`config.mk`:
```
export PLATFORM = sky130hd
export DESIGN_NAME = cblt_ctrl
export DESIGN_NICKNAME = d
export VERILOG_FILES = /design/src/hdl/cblt_pkg.sv /design/src/hdl/cblt_ctrl.sv
export SDC_FILE = /design/constraint.sdc
export NUM_CORES = 1
export LEC_CHECK = 0
export BUFFER_PORTS_ARGS = -buffer_cell sky130_fd_sc_hd__buf_4
export CAP_MARGIN = 20
export CORE_UTILIZATION = 54
export CTS_CLUSTER_DIAMETER = 150
export DETAILED_ROUTE_END_ITERATION = 10
export PLACE_DENSITY = 0.78
export SLEW_MARGIN = 20
export SYNTH_ARGS = -nofsm -noshare
export SYNTH_HDL_FRONTEND = slang
export SYNTH_SLANG_ARGS = --single-unit
```
`constraint.sdc`:
```
create_clock -name clk_i -period 6.05 [get_ports clk_i]
set_input_delay 1.21 -clock clk_i [delete_from_list [all_inputs] [get_ports clk_i]]
set_output_delay 1.21 -clock clk_i [all_outputs]
set_load 0.05 [all_outputs]
```
`src/hdl/cblt_pkg.sv`:
```
`timescale 1ns / 1ps
// ----------------------------------------------------------------------------
// cblt_pkg
// Shared sizes, command and result codes, and record layout for the card
// block-list table.
// ----------------------------------------------------------------------------
package cblt_pkg;

  localparam int unsigned ENTRIES = 1024;       // records per table
  localparam int unsigned IDX_W   = $clog2(ENTRIES);
  localparam int unsigned CNT_W   = $clog2(ENTRIES + 1);
  localparam int unsigned ADDR_W  = IDX_W + 1;  // table select + record index

  localparam int unsigned KEY_W   = 24;
  localparam int unsigned DAT_W   = 8;
  localparam int unsigned CMD_W   = 3;
  localparam int unsigned CODE_W  = 2;
  localparam int unsigned REC_W   = KEY_W + 1 + DAT_W;

  localparam logic [KEY_W-1:0] KEY_RESERVED = '1;
  localparam logic [DAT_W-1:0] NO_DATA      = '1;

  // commands
  localparam logic [CMD_W-1:0] CMD_CHECK   = 3'd0;
  localparam logic [CMD_W-1:0] CMD_BLOCK   = 3'd1;
  localparam logic [CMD_W-1:0] CMD_RECORD  = 3'd2;
  localparam logic [CMD_W-1:0] CMD_UNBLOCK = 3'd3;
  localparam logic [CMD_W-1:0] CMD_CLEAR   = 3'd4;

  // result codes
  localparam logic [CODE_W-1:0] RES_FAIL    = 2'd0;
  localparam logic [CODE_W-1:0] RES_OK      = 2'd1;
  localparam logic [CODE_W-1:0] RES_UPDATED = 2'd2;
  localparam logic [CODE_W-1:0] RES_ABSENT  = 2'd0;
  localparam logic [CODE_W-1:0] RES_BLOCKED = 2'd1;
  localparam logic [CODE_W-1:0] RES_LISTED  = 2'd2;

  // stored record, data byte in the low bits
  typedef struct packed {
    logic [KEY_W-1:0] key;
    logic             blocked;
    logic [DAT_W-1:0] data;
  } rec_t;

  typedef struct packed {
    logic [CMD_W-1:0] cmd;
    logic             sel;
    logic [KEY_W-1:0] key;
    logic [DAT_W-1:0] value;
  } item_t;

  typedef struct packed {
    logic              re;
    logic [ADDR_W-1:0] raddr;
    logic              we;
    logic [ADDR_W-1:0] waddr;
    rec_t              wdata;
  } mem_req_t;

  typedef struct packed {
    logic              valid;
    logic [CODE_W-1:0] code;
    logic [DAT_W-1:0]  data;
  } res_t;

endpackage

```
`src/hdl/cblt_ctrl.sv`:
```
`timescale 1ns / 1ps
// ----------------------------------------------------------------------------
// cblt_ctrl
// Search sequencer: linear scan of the selected table, then one
// read-modify-write step, fill counts and result.
// ----------------------------------------------------------------------------
module cblt_ctrl import cblt_pkg::*; (
  input  logic        clk_i,
  input  logic        rst_ni,
  input  logic        in_valid_i,
  output logic        in_ready_o,
  input  item_t       in_item_i,
  output mem_req_t    mem_o,
  input  rec_t        mem_rdata_i,
  output res_t        res_o,
  input  logic        res_ready_i
);

  typedef enum logic [3:0] {
    ST_IDLE   = 4'b0001,
    ST_SEARCH = 4'b0010,
    ST_APPLY  = 4'b0100,
    ST_RESP   = 4'b1000
  } state_e;

  state_e            state_q, state_d;
  item_t             item_q;
  logic [CNT_W-1:0]  fill_q [2];
  logic [CNT_W-1:0]  n_q;
  logic [CNT_W-1:0]  issue_q, issue_d;
  logic              pend_q, pend_d;
  logic [IDX_W-1:0]  pend_idx_q;
  logic              hit_q;
  logic [IDX_W-1:0]  hit_idx_q;
  rec_t              hit_rec_q;
  logic [CODE_W-1:0] code_q, code_d;
  logic [DAT_W-1:0]  data_q, data_d;

  logic accept, issue, match, last, need_search, reserved, room;
  logic do_append, do_clear;
  logic [CNT_W-1:0] n_in;

  assign in_ready_o = (state_q == ST_IDLE);
  assign accept     = in_valid_i && in_ready_o;
  assign n_in       = fill_q[in_item_i.sel];
  assign need_search = (in_item_i.cmd <= CMD_UNBLOCK) && (in_item_i.key != KEY_RESERVED)
                       && (n_in != '0);

  // scan: issue one read per cycle, compare each returned word in the cycle after its read
  assign issue = (state_q == ST_SEARCH) && (issue_q < n_q);
  assign match = pend_q && (mem_rdata_i.key == item_q.key);
  assign last  = pend_q && ((CNT_W'(pend_idx_q) + CNT_W'(1)) == n_q);

  assign reserved = (item_q.key == KEY_RESERVED);
  assign room     = fill_q[item_q.sel] < CNT_W'(ENTRIES);

  always_comb begin
    state_d = state_q;
    issue_d = issue_q;
    pend_d  = 1'b0;
    case (state_q)
      ST_IDLE: begin
        issue_d = '0;
        if (accept) begin
          state_d = need_search ? ST_SEARCH : ST_APPLY;
        end
      end
      ST_SEARCH: begin
        if (match || last) begin
          state_d = ST_APPLY;
        end else begin
          pend_d = issue;
          if (issue) begin
            issue_d = issue_q + CNT_W'(1);
          end
        end
      end
      ST_APPLY: state_d = ST_RESP;
      ST_RESP: begin
        if (res_ready_i) begin
          state_d = ST_IDLE;
        end
      end
      default: state_d = ST_IDLE;
    endcase
  end

  // read-modify-write decision
  always_comb begin
    mem_o       = '0;
    mem_o.re    = pend_d;
    mem_o.raddr = {item_q.sel, issue_q[IDX_W-1:0]};
    code_d      = RES_FAIL;
    data_d      = NO_DATA;
    do_append   = 1'b0;
    do_clear    = 1'b0;
    mem_o.wdata = hit_rec_q;
    mem_o.waddr = {item_q.sel, hit_idx_q};
    case (item_q.cmd)
      CMD_CHECK: begin
        if (hit_q) begin
          data_d = hit_rec_q.data;
          code_d = hit_rec_q.blocked ? RES_BLOCKED : RES_LISTED;
        end else begin
          code_d = RES_ABSENT;
        end
      end
      CMD_BLOCK: begin
        if (reserved) begin
          code_d = room ? RES_OK : RES_FAIL;
        end else if (hit_q) begin
          mem_o.we            = 1'b1;
          mem_o.wdata.blocked = 1'b1;
          code_d              = RES_UPDATED;
        end else if (room) begin
          do_append   = 1'b1;
          mem_o.wdata = '{key: item_q.key, blocked: 1'b1, data: NO_DATA};
          code_d      = RES_OK;
        end
      end
      CMD_RECORD: begin
        if (reserved) begin
          code_d = room ? RES_OK : RES_FAIL;
        end else if (hit_q) begin
          mem_o.we            = 1'b1;
          mem_o.wdata.blocked = 1'b0;
          mem_o.wdata.data    = item_q.value;
          code_d              = RES_OK;
        end else if (room) begin
          do_append   = 1'b1;
          mem_o.wdata = '{key: item_q.key, blocked: 1'b0, data: item_q.value};
          code_d      = RES_OK;
        end
      end
      CMD_UNBLOCK: begin
        if (hit_q) begin
          mem_o.we            = 1'b1;
          mem_o.wdata.blocked = 1'b0;
          code_d              = RES_OK;
        end else begin
          code_d = room ? RES_OK : RES_FAIL;
        end
      end
      CMD_CLEAR: begin
        do_clear = 1'b1;
        code_d   = RES_OK;
      end
      default: code_d = RES_FAIL;
    endcase
    if (do_append) begin
      mem_o.we    = 1'b1;
      mem_o.waddr = {item_q.sel, fill_q[item_q.sel][IDX_W-1:0]};
    end
    if (state_q != ST_APPLY) begin
      mem_o.we = 1'b0;
      do_append = 1'b0;
      do_clear  = 1'b0;
    end
  end

  always_ff @(posedge clk_i or negedge rst_ni) begin
    if (!rst_ni) begin
      state_q   <= ST_IDLE;
      fill_q[0] <= '0;
      fill_q[1] <= '0;
      issue_q   <= '0;
      pend_q    <= 1'b0;
      hit_q     <= 1'b0;
    end else begin
      state_q <= state_d;
      issue_q <= issue_d;
      pend_q  <= pend_d;
      if (accept) begin
        hit_q <= 1'b0;
      end else if (state_q == ST_SEARCH && match) begin
        hit_q <= 1'b1;
      end
      if (do_clear) begin
        fill_q[0] <= '0;
        fill_q[1] <= '0;
      end else if (do_append) begin
        fill_q[item_q.sel] <= fill_q[item_q.sel] + CNT_W'(1);
      end
    end
  end

  always_ff @(posedge clk_i) begin
    if (accept) begin
      item_q <= in_item_i;
      n_q    <= n_in;
    end
    pend_idx_q <= issue_q[IDX_W-1:0];
    if (state_q == ST_SEARCH && match) begin
      hit_idx_q <= pend_idx_q;
      hit_rec_q <= mem_rdata_i;
    end
    if (state_q == ST_APPLY) begin
      code_q <= code_d;
      data_q <= data_d;
    end
  end

  assign res_o = '{valid: (state_q == ST_RESP), code: code_q, data: data_q};

  a_fill_bound: assert property (@(posedge clk_i) disable iff (!rst_ni)
    (fill_q[0] <= CNT_W'(ENTRIES)) && (fill_q[1] <= CNT_W'(ENTRIES)))
    else $error("fill count above table size");

  a_write_apply: assert property (@(posedge clk_i) disable iff (!rst_ni)
    mem_o.we |-> (state_q == ST_APPLY))
    else $error("memory write outside apply step");

  a_hit_key: assert property (@(posedge clk_i) disable iff (!rst_ni)
    (state_q == ST_APPLY && hit_q) |-> (hit_rec_q.key == item_q.key))
    else $error("hit record key differs from item key");

  a_scan_bound: assert property (@(posedge clk_i) disable iff (!rst_ni)
    mem_o.re |-> (state_q == ST_SEARCH && issue_q < n_q))
    else $error("read beyond fill count");

  a_accept_busy: assert property (@(posedge clk_i) disable iff (!rst_ni)
    accept |=> (state_q != ST_IDLE))
    else $error("accepted word left controller idle");

endmodule

```
Yosys cells after proc, flatten, opt, wreduce, memory -nomap -nowiden
Cells that the tools add are included. W data, S select, Z words.

Register bits: 149. Bits of input ports: 73. Output and inout port bits: 69. Logic and storage cells: 121.

Add/sub/neg operators: 3. Order comparisons: 6. Equality and inequality tests: 18. Mux-type cells: 56. Bitwise operators: 2. Reduce and logical (&&, ||, !) cells: 18.

Operators with widths (number): $mux W33 (4); $mux W11 (9); $mux W24 (2); $pmux W24 S2 (1); $mux W22 (2); $eq A24 B24 Y1 (1); $eq A24 B24 Y1 const B (1); $ne A24 B24 Y1 const B (1); $add A11 B1 Y11 const B (2); $bwmux W22 (1); $pmux W11 S2 (1); $mux W1 (18); $pmux W4 S4 (1); $pmux W8 S2 (1); $mux W12 (1); $mux W4 (3); $add A10 B1 Y11 const B (1); $demux W11 S1 (1); $eq A11 B11 Y1 (1); $lt A11 B11 Y1 (1); $lt A11 B11 Y1 const B (1); $reduce_bool A11 Y1 (1); $mux W2 (5); $pmux W2 S5 (1); 26 further kinds (42).

Depth between registers and ports, before layout
Word-level depth: 12. Mapped depth: 10. Depth with buffers taken out: 8.

Worst setup path before layout
Ideal clock, no wire load.

Path type: flip-flop to output port. From: register state_q[1]. To: output port mem_o[44] in the netlist's numbering. Arrival: 3626 ps. Data required time: 4840 ps. Setup slack: 1214 ps. Cell stages (with the launch flop): 3. Path buffers: 0. Cell sequence: dfrtp_1 nor4b_1 nor4bb_1.

RTL lines: from (decl) (line cblt_ctrl.sv:26) `state_e state_q, state_d;`; from (signal assigned) (line cblt_ctrl.sv:170) `state_q <= state_d;`; to (decl) (line cblt_ctrl.sv:13) `output mem_req_t mem_o,`.

==> results.ini <==
[die]
die_h_um=118.8
coreArea_sq_mm=0.01324
start_util=0.5558
die_w_um=118.8
die_area_sq_mm=0.01410
rows=42
boundaryPins=142

[clocking]
clockRootBuffer=clkbuf_16
cts_hold_buffers=0
cts.clk_slew.worst_paths_ps=60
cts_sinks=149
ctsResizeCount=0
postCtsSetupBuffers=0
numCtsBuffers=17
ctsHtreeMaxLevel=4
cts_tree=done
insertion_delay_ps=420
clock_path_buffers=2

[synthesis]
yosys.area.top_type=edfxtp_1
synth_top_cell_area_share=0.4080
syn_avg_cell_area_sq_um=11.82
synth_area_sq_mm=0.007361
synth_cell_types=53
yosysMostFrequentCell=edfxtp_1
syn-num-nets=709
seq_area_frac_synth=0.5679
netlist_instances=623
synthFlopType=edfxtp_1
synth_seq_cells=149
yosys-top-cells-count=edfxtp_1 (100), nand2_1 (64), mux2_2 (39), dfrtp_1 (38), xnor2_1 (34)
synth_area_leaders=edfxtp_1 (41%), dfrtp_1 (13%), mux2_2 (6.0%)
synth-edff-count=100
synthArstFlopShare=0.2617
yosys_warnings=0

[status]
status=completed

[power_and_ir_drop]
p_sw_mw=1.142
p_sw_frac=0.3455
comb_power_share=0.286
powerDensity_mw_per_mm2=362.9
share_seq_of_total_power=0.403
internal-power_mw=2.164
p_clk_frac=0.311
p_leak_nw=3.524
vdd_drop_max_uv=244.6

[cells_and_area]
multi_input_area_sq_mm=0.002953
nets=840
drive_gt1_frac=0.2999
area_growth_pct=23.76
seqCellArea_sq_mm=0.004180
nFillCells=962
finalInstanceArea_sq_mm=0.009110
antenna_cells_inserted=0

[sta]
tightestPinTransition_ps=975.3
fmax_mhz=223.3
skew_ps=5.837
setup_violations=0
slew_headroom=0.3448
rsz0062_at_grt=false
period_share=0.7401
slew_violations=0
post-route-min-period_ps=4478
fin_tns_setup_ps=0
finalHoldViolations=0
finalWorstSetupSlack_ps=1572

[global_route]
grtUsageTotal=0.2628
grt_start_max_net_pins=50
grt_pass1_wl_mm=28.28
gr-total-overflow=0
antenna_found_initial=0
grt_pass1_vias=5651

[placed_design]
place_ws_ps=1783
dp.final_hpwl_mm=12.78
routabilityCongestion=0.8972
placed_cell_area_sq_mm=0.008528
portBuffers=141

[detailed_routing]
drt-met1-wl_mm=7.145
wl_per_cell_um=18.53
drt_pass1_iterations=5
drc=0
wl_met3_mm=1.267
drt_first_iter_violations=370
dr_wl_met2_mm=8.576
top_layer_used=met4
vias=5507
drtAntennaViolNets=0
via_per_inst=5.840
drt_wl_total_mm=17.48

[critical_path]
crit_family=compound AO/OA/AOI/OAI gates
crit_slowest_cell=a2111oi_4
cp-end-kind=primary output
cp.arrival_ps=3270
cp_max_fo=23
max_stage_delay_ps=880
path_cells=mux2i_4, nand2b_1, a2111oi_4, buf_4, mux2_2, buf_4
crit_top_cell=buf_4
start_kind=register
path_buf_inv=2
worstSetupPathType=reg2out
worstPathRequired_ps=4840

[hold_path]
hp-class=reg2reg

[run]
maxCapViolations=0

[cell usage in the layout, fill, tap and decap left out, types with 19 or more instances in the layout]
cell type,instances
a21oi_1,24
buf_4,149
dfrtp_1,38
edfxtp_1,100
mux2_2,39
mux2i_1,23
nand2_1,64
nand2b_1,19
nand4_1,25
nor2_1,28
o21ai_0,27
xnor2_1,34
[logic make-up (layout without fill, tap and decap cells)]
kind of cell,Yosys count,count (layout),share of synthesized area
adders and majority gates,14,14,0.02346
DFF,149,149,0.5679
buffers and inverters,52,196,0.03552
muxes,63,63,0.09400
and+or+nand+nor,215,215,0.1523
AOI/OAI and AO/OA,86,86,0.07445
xor gates and xnor gates,44,44,0.05235
[final cells by class]
class / instances / area share
clock inverter: 15 / 0.01717
timing repair buffer: 149 / 0.1228
clock buffer: 17 / 0.04670
tap: 176 / 0.02417
inverter: 15 / 0.006180
multi-input combinational: 422 / 0.3241
sequential: 149 / 0.4589
[through the flow]
step | hold slack [ps] | util | power (mW) | std cells
after floorplan | 407.4 | - | 1.999 | 623
after global placement | 471.2 | 0.6440 | 2.272 | 911
after detailed placement | 482.6 | 0.6440 | 2.293 | 911
after CTS | 495.8 | 0.6879 | 3.322 | 943
after global routing | 512.1 | 0.6879 | 3.436 | 943
final | 495.2 | 0.6879 | 3.306 | 943
[registers in the layout, indices dropped and copies added, names as in the netlist, 2 cells and up]
signal and cells:
code_q 2, data_q 8, fill_q 22, hit_idx_q 10, hit_rec_q 33, issue_q 11
item_q 35, n_q 11, pend_idx_q 10, state_q 4
[worst reg2reg max path, cell delays in order (launching register included)]
cell,delay (ps)
edfxtp_1,430
mux2i_4,380
nand2b_1,160
a2111oi_4,880
buf_4,400
a22o_1,180
nand2_1,290
a22o_1,350
[metal layers]
layer,vias up,global-route usage
met5,-,0
met1,2661,0.3185
met3,40,0.07819
met4,0,0.1210
li1,2560,-
met2,246,0.4313
[worst paths after layout]
path                       cells past startpoint         from          end  slack, ps
max                                            6    mem_o[55]    mem_o[33]       1570
min                                            1  issue_q[10]  issue_q[10]        500
max reg2reg                                    7    mem_o[55]    fill_q[2]       2860
min reg2reg                                    1  issue_q[10]  issue_q[10]        500
max in group asynchronous                      1       rst_ni   state_q[0]       4910
min in group asynchronous                      1       rst_ni   fill_q[14]        760
[power by group through the flow]
stage / clock [mW] / sequential [mW] / combinational [mW]
floorplan: 0 / 1.32 / 0.677
global placement: 0 / 1.35 / 0.926
detailed placement: 0 / 1.35 / 0.941
CTS: 1.04 / 1.33 / 0.946
global route: 1.09 / 1.34 / 1.00
finish: 1.03 / 1.33 / 0.944
(Power assumes the default switching activity.)
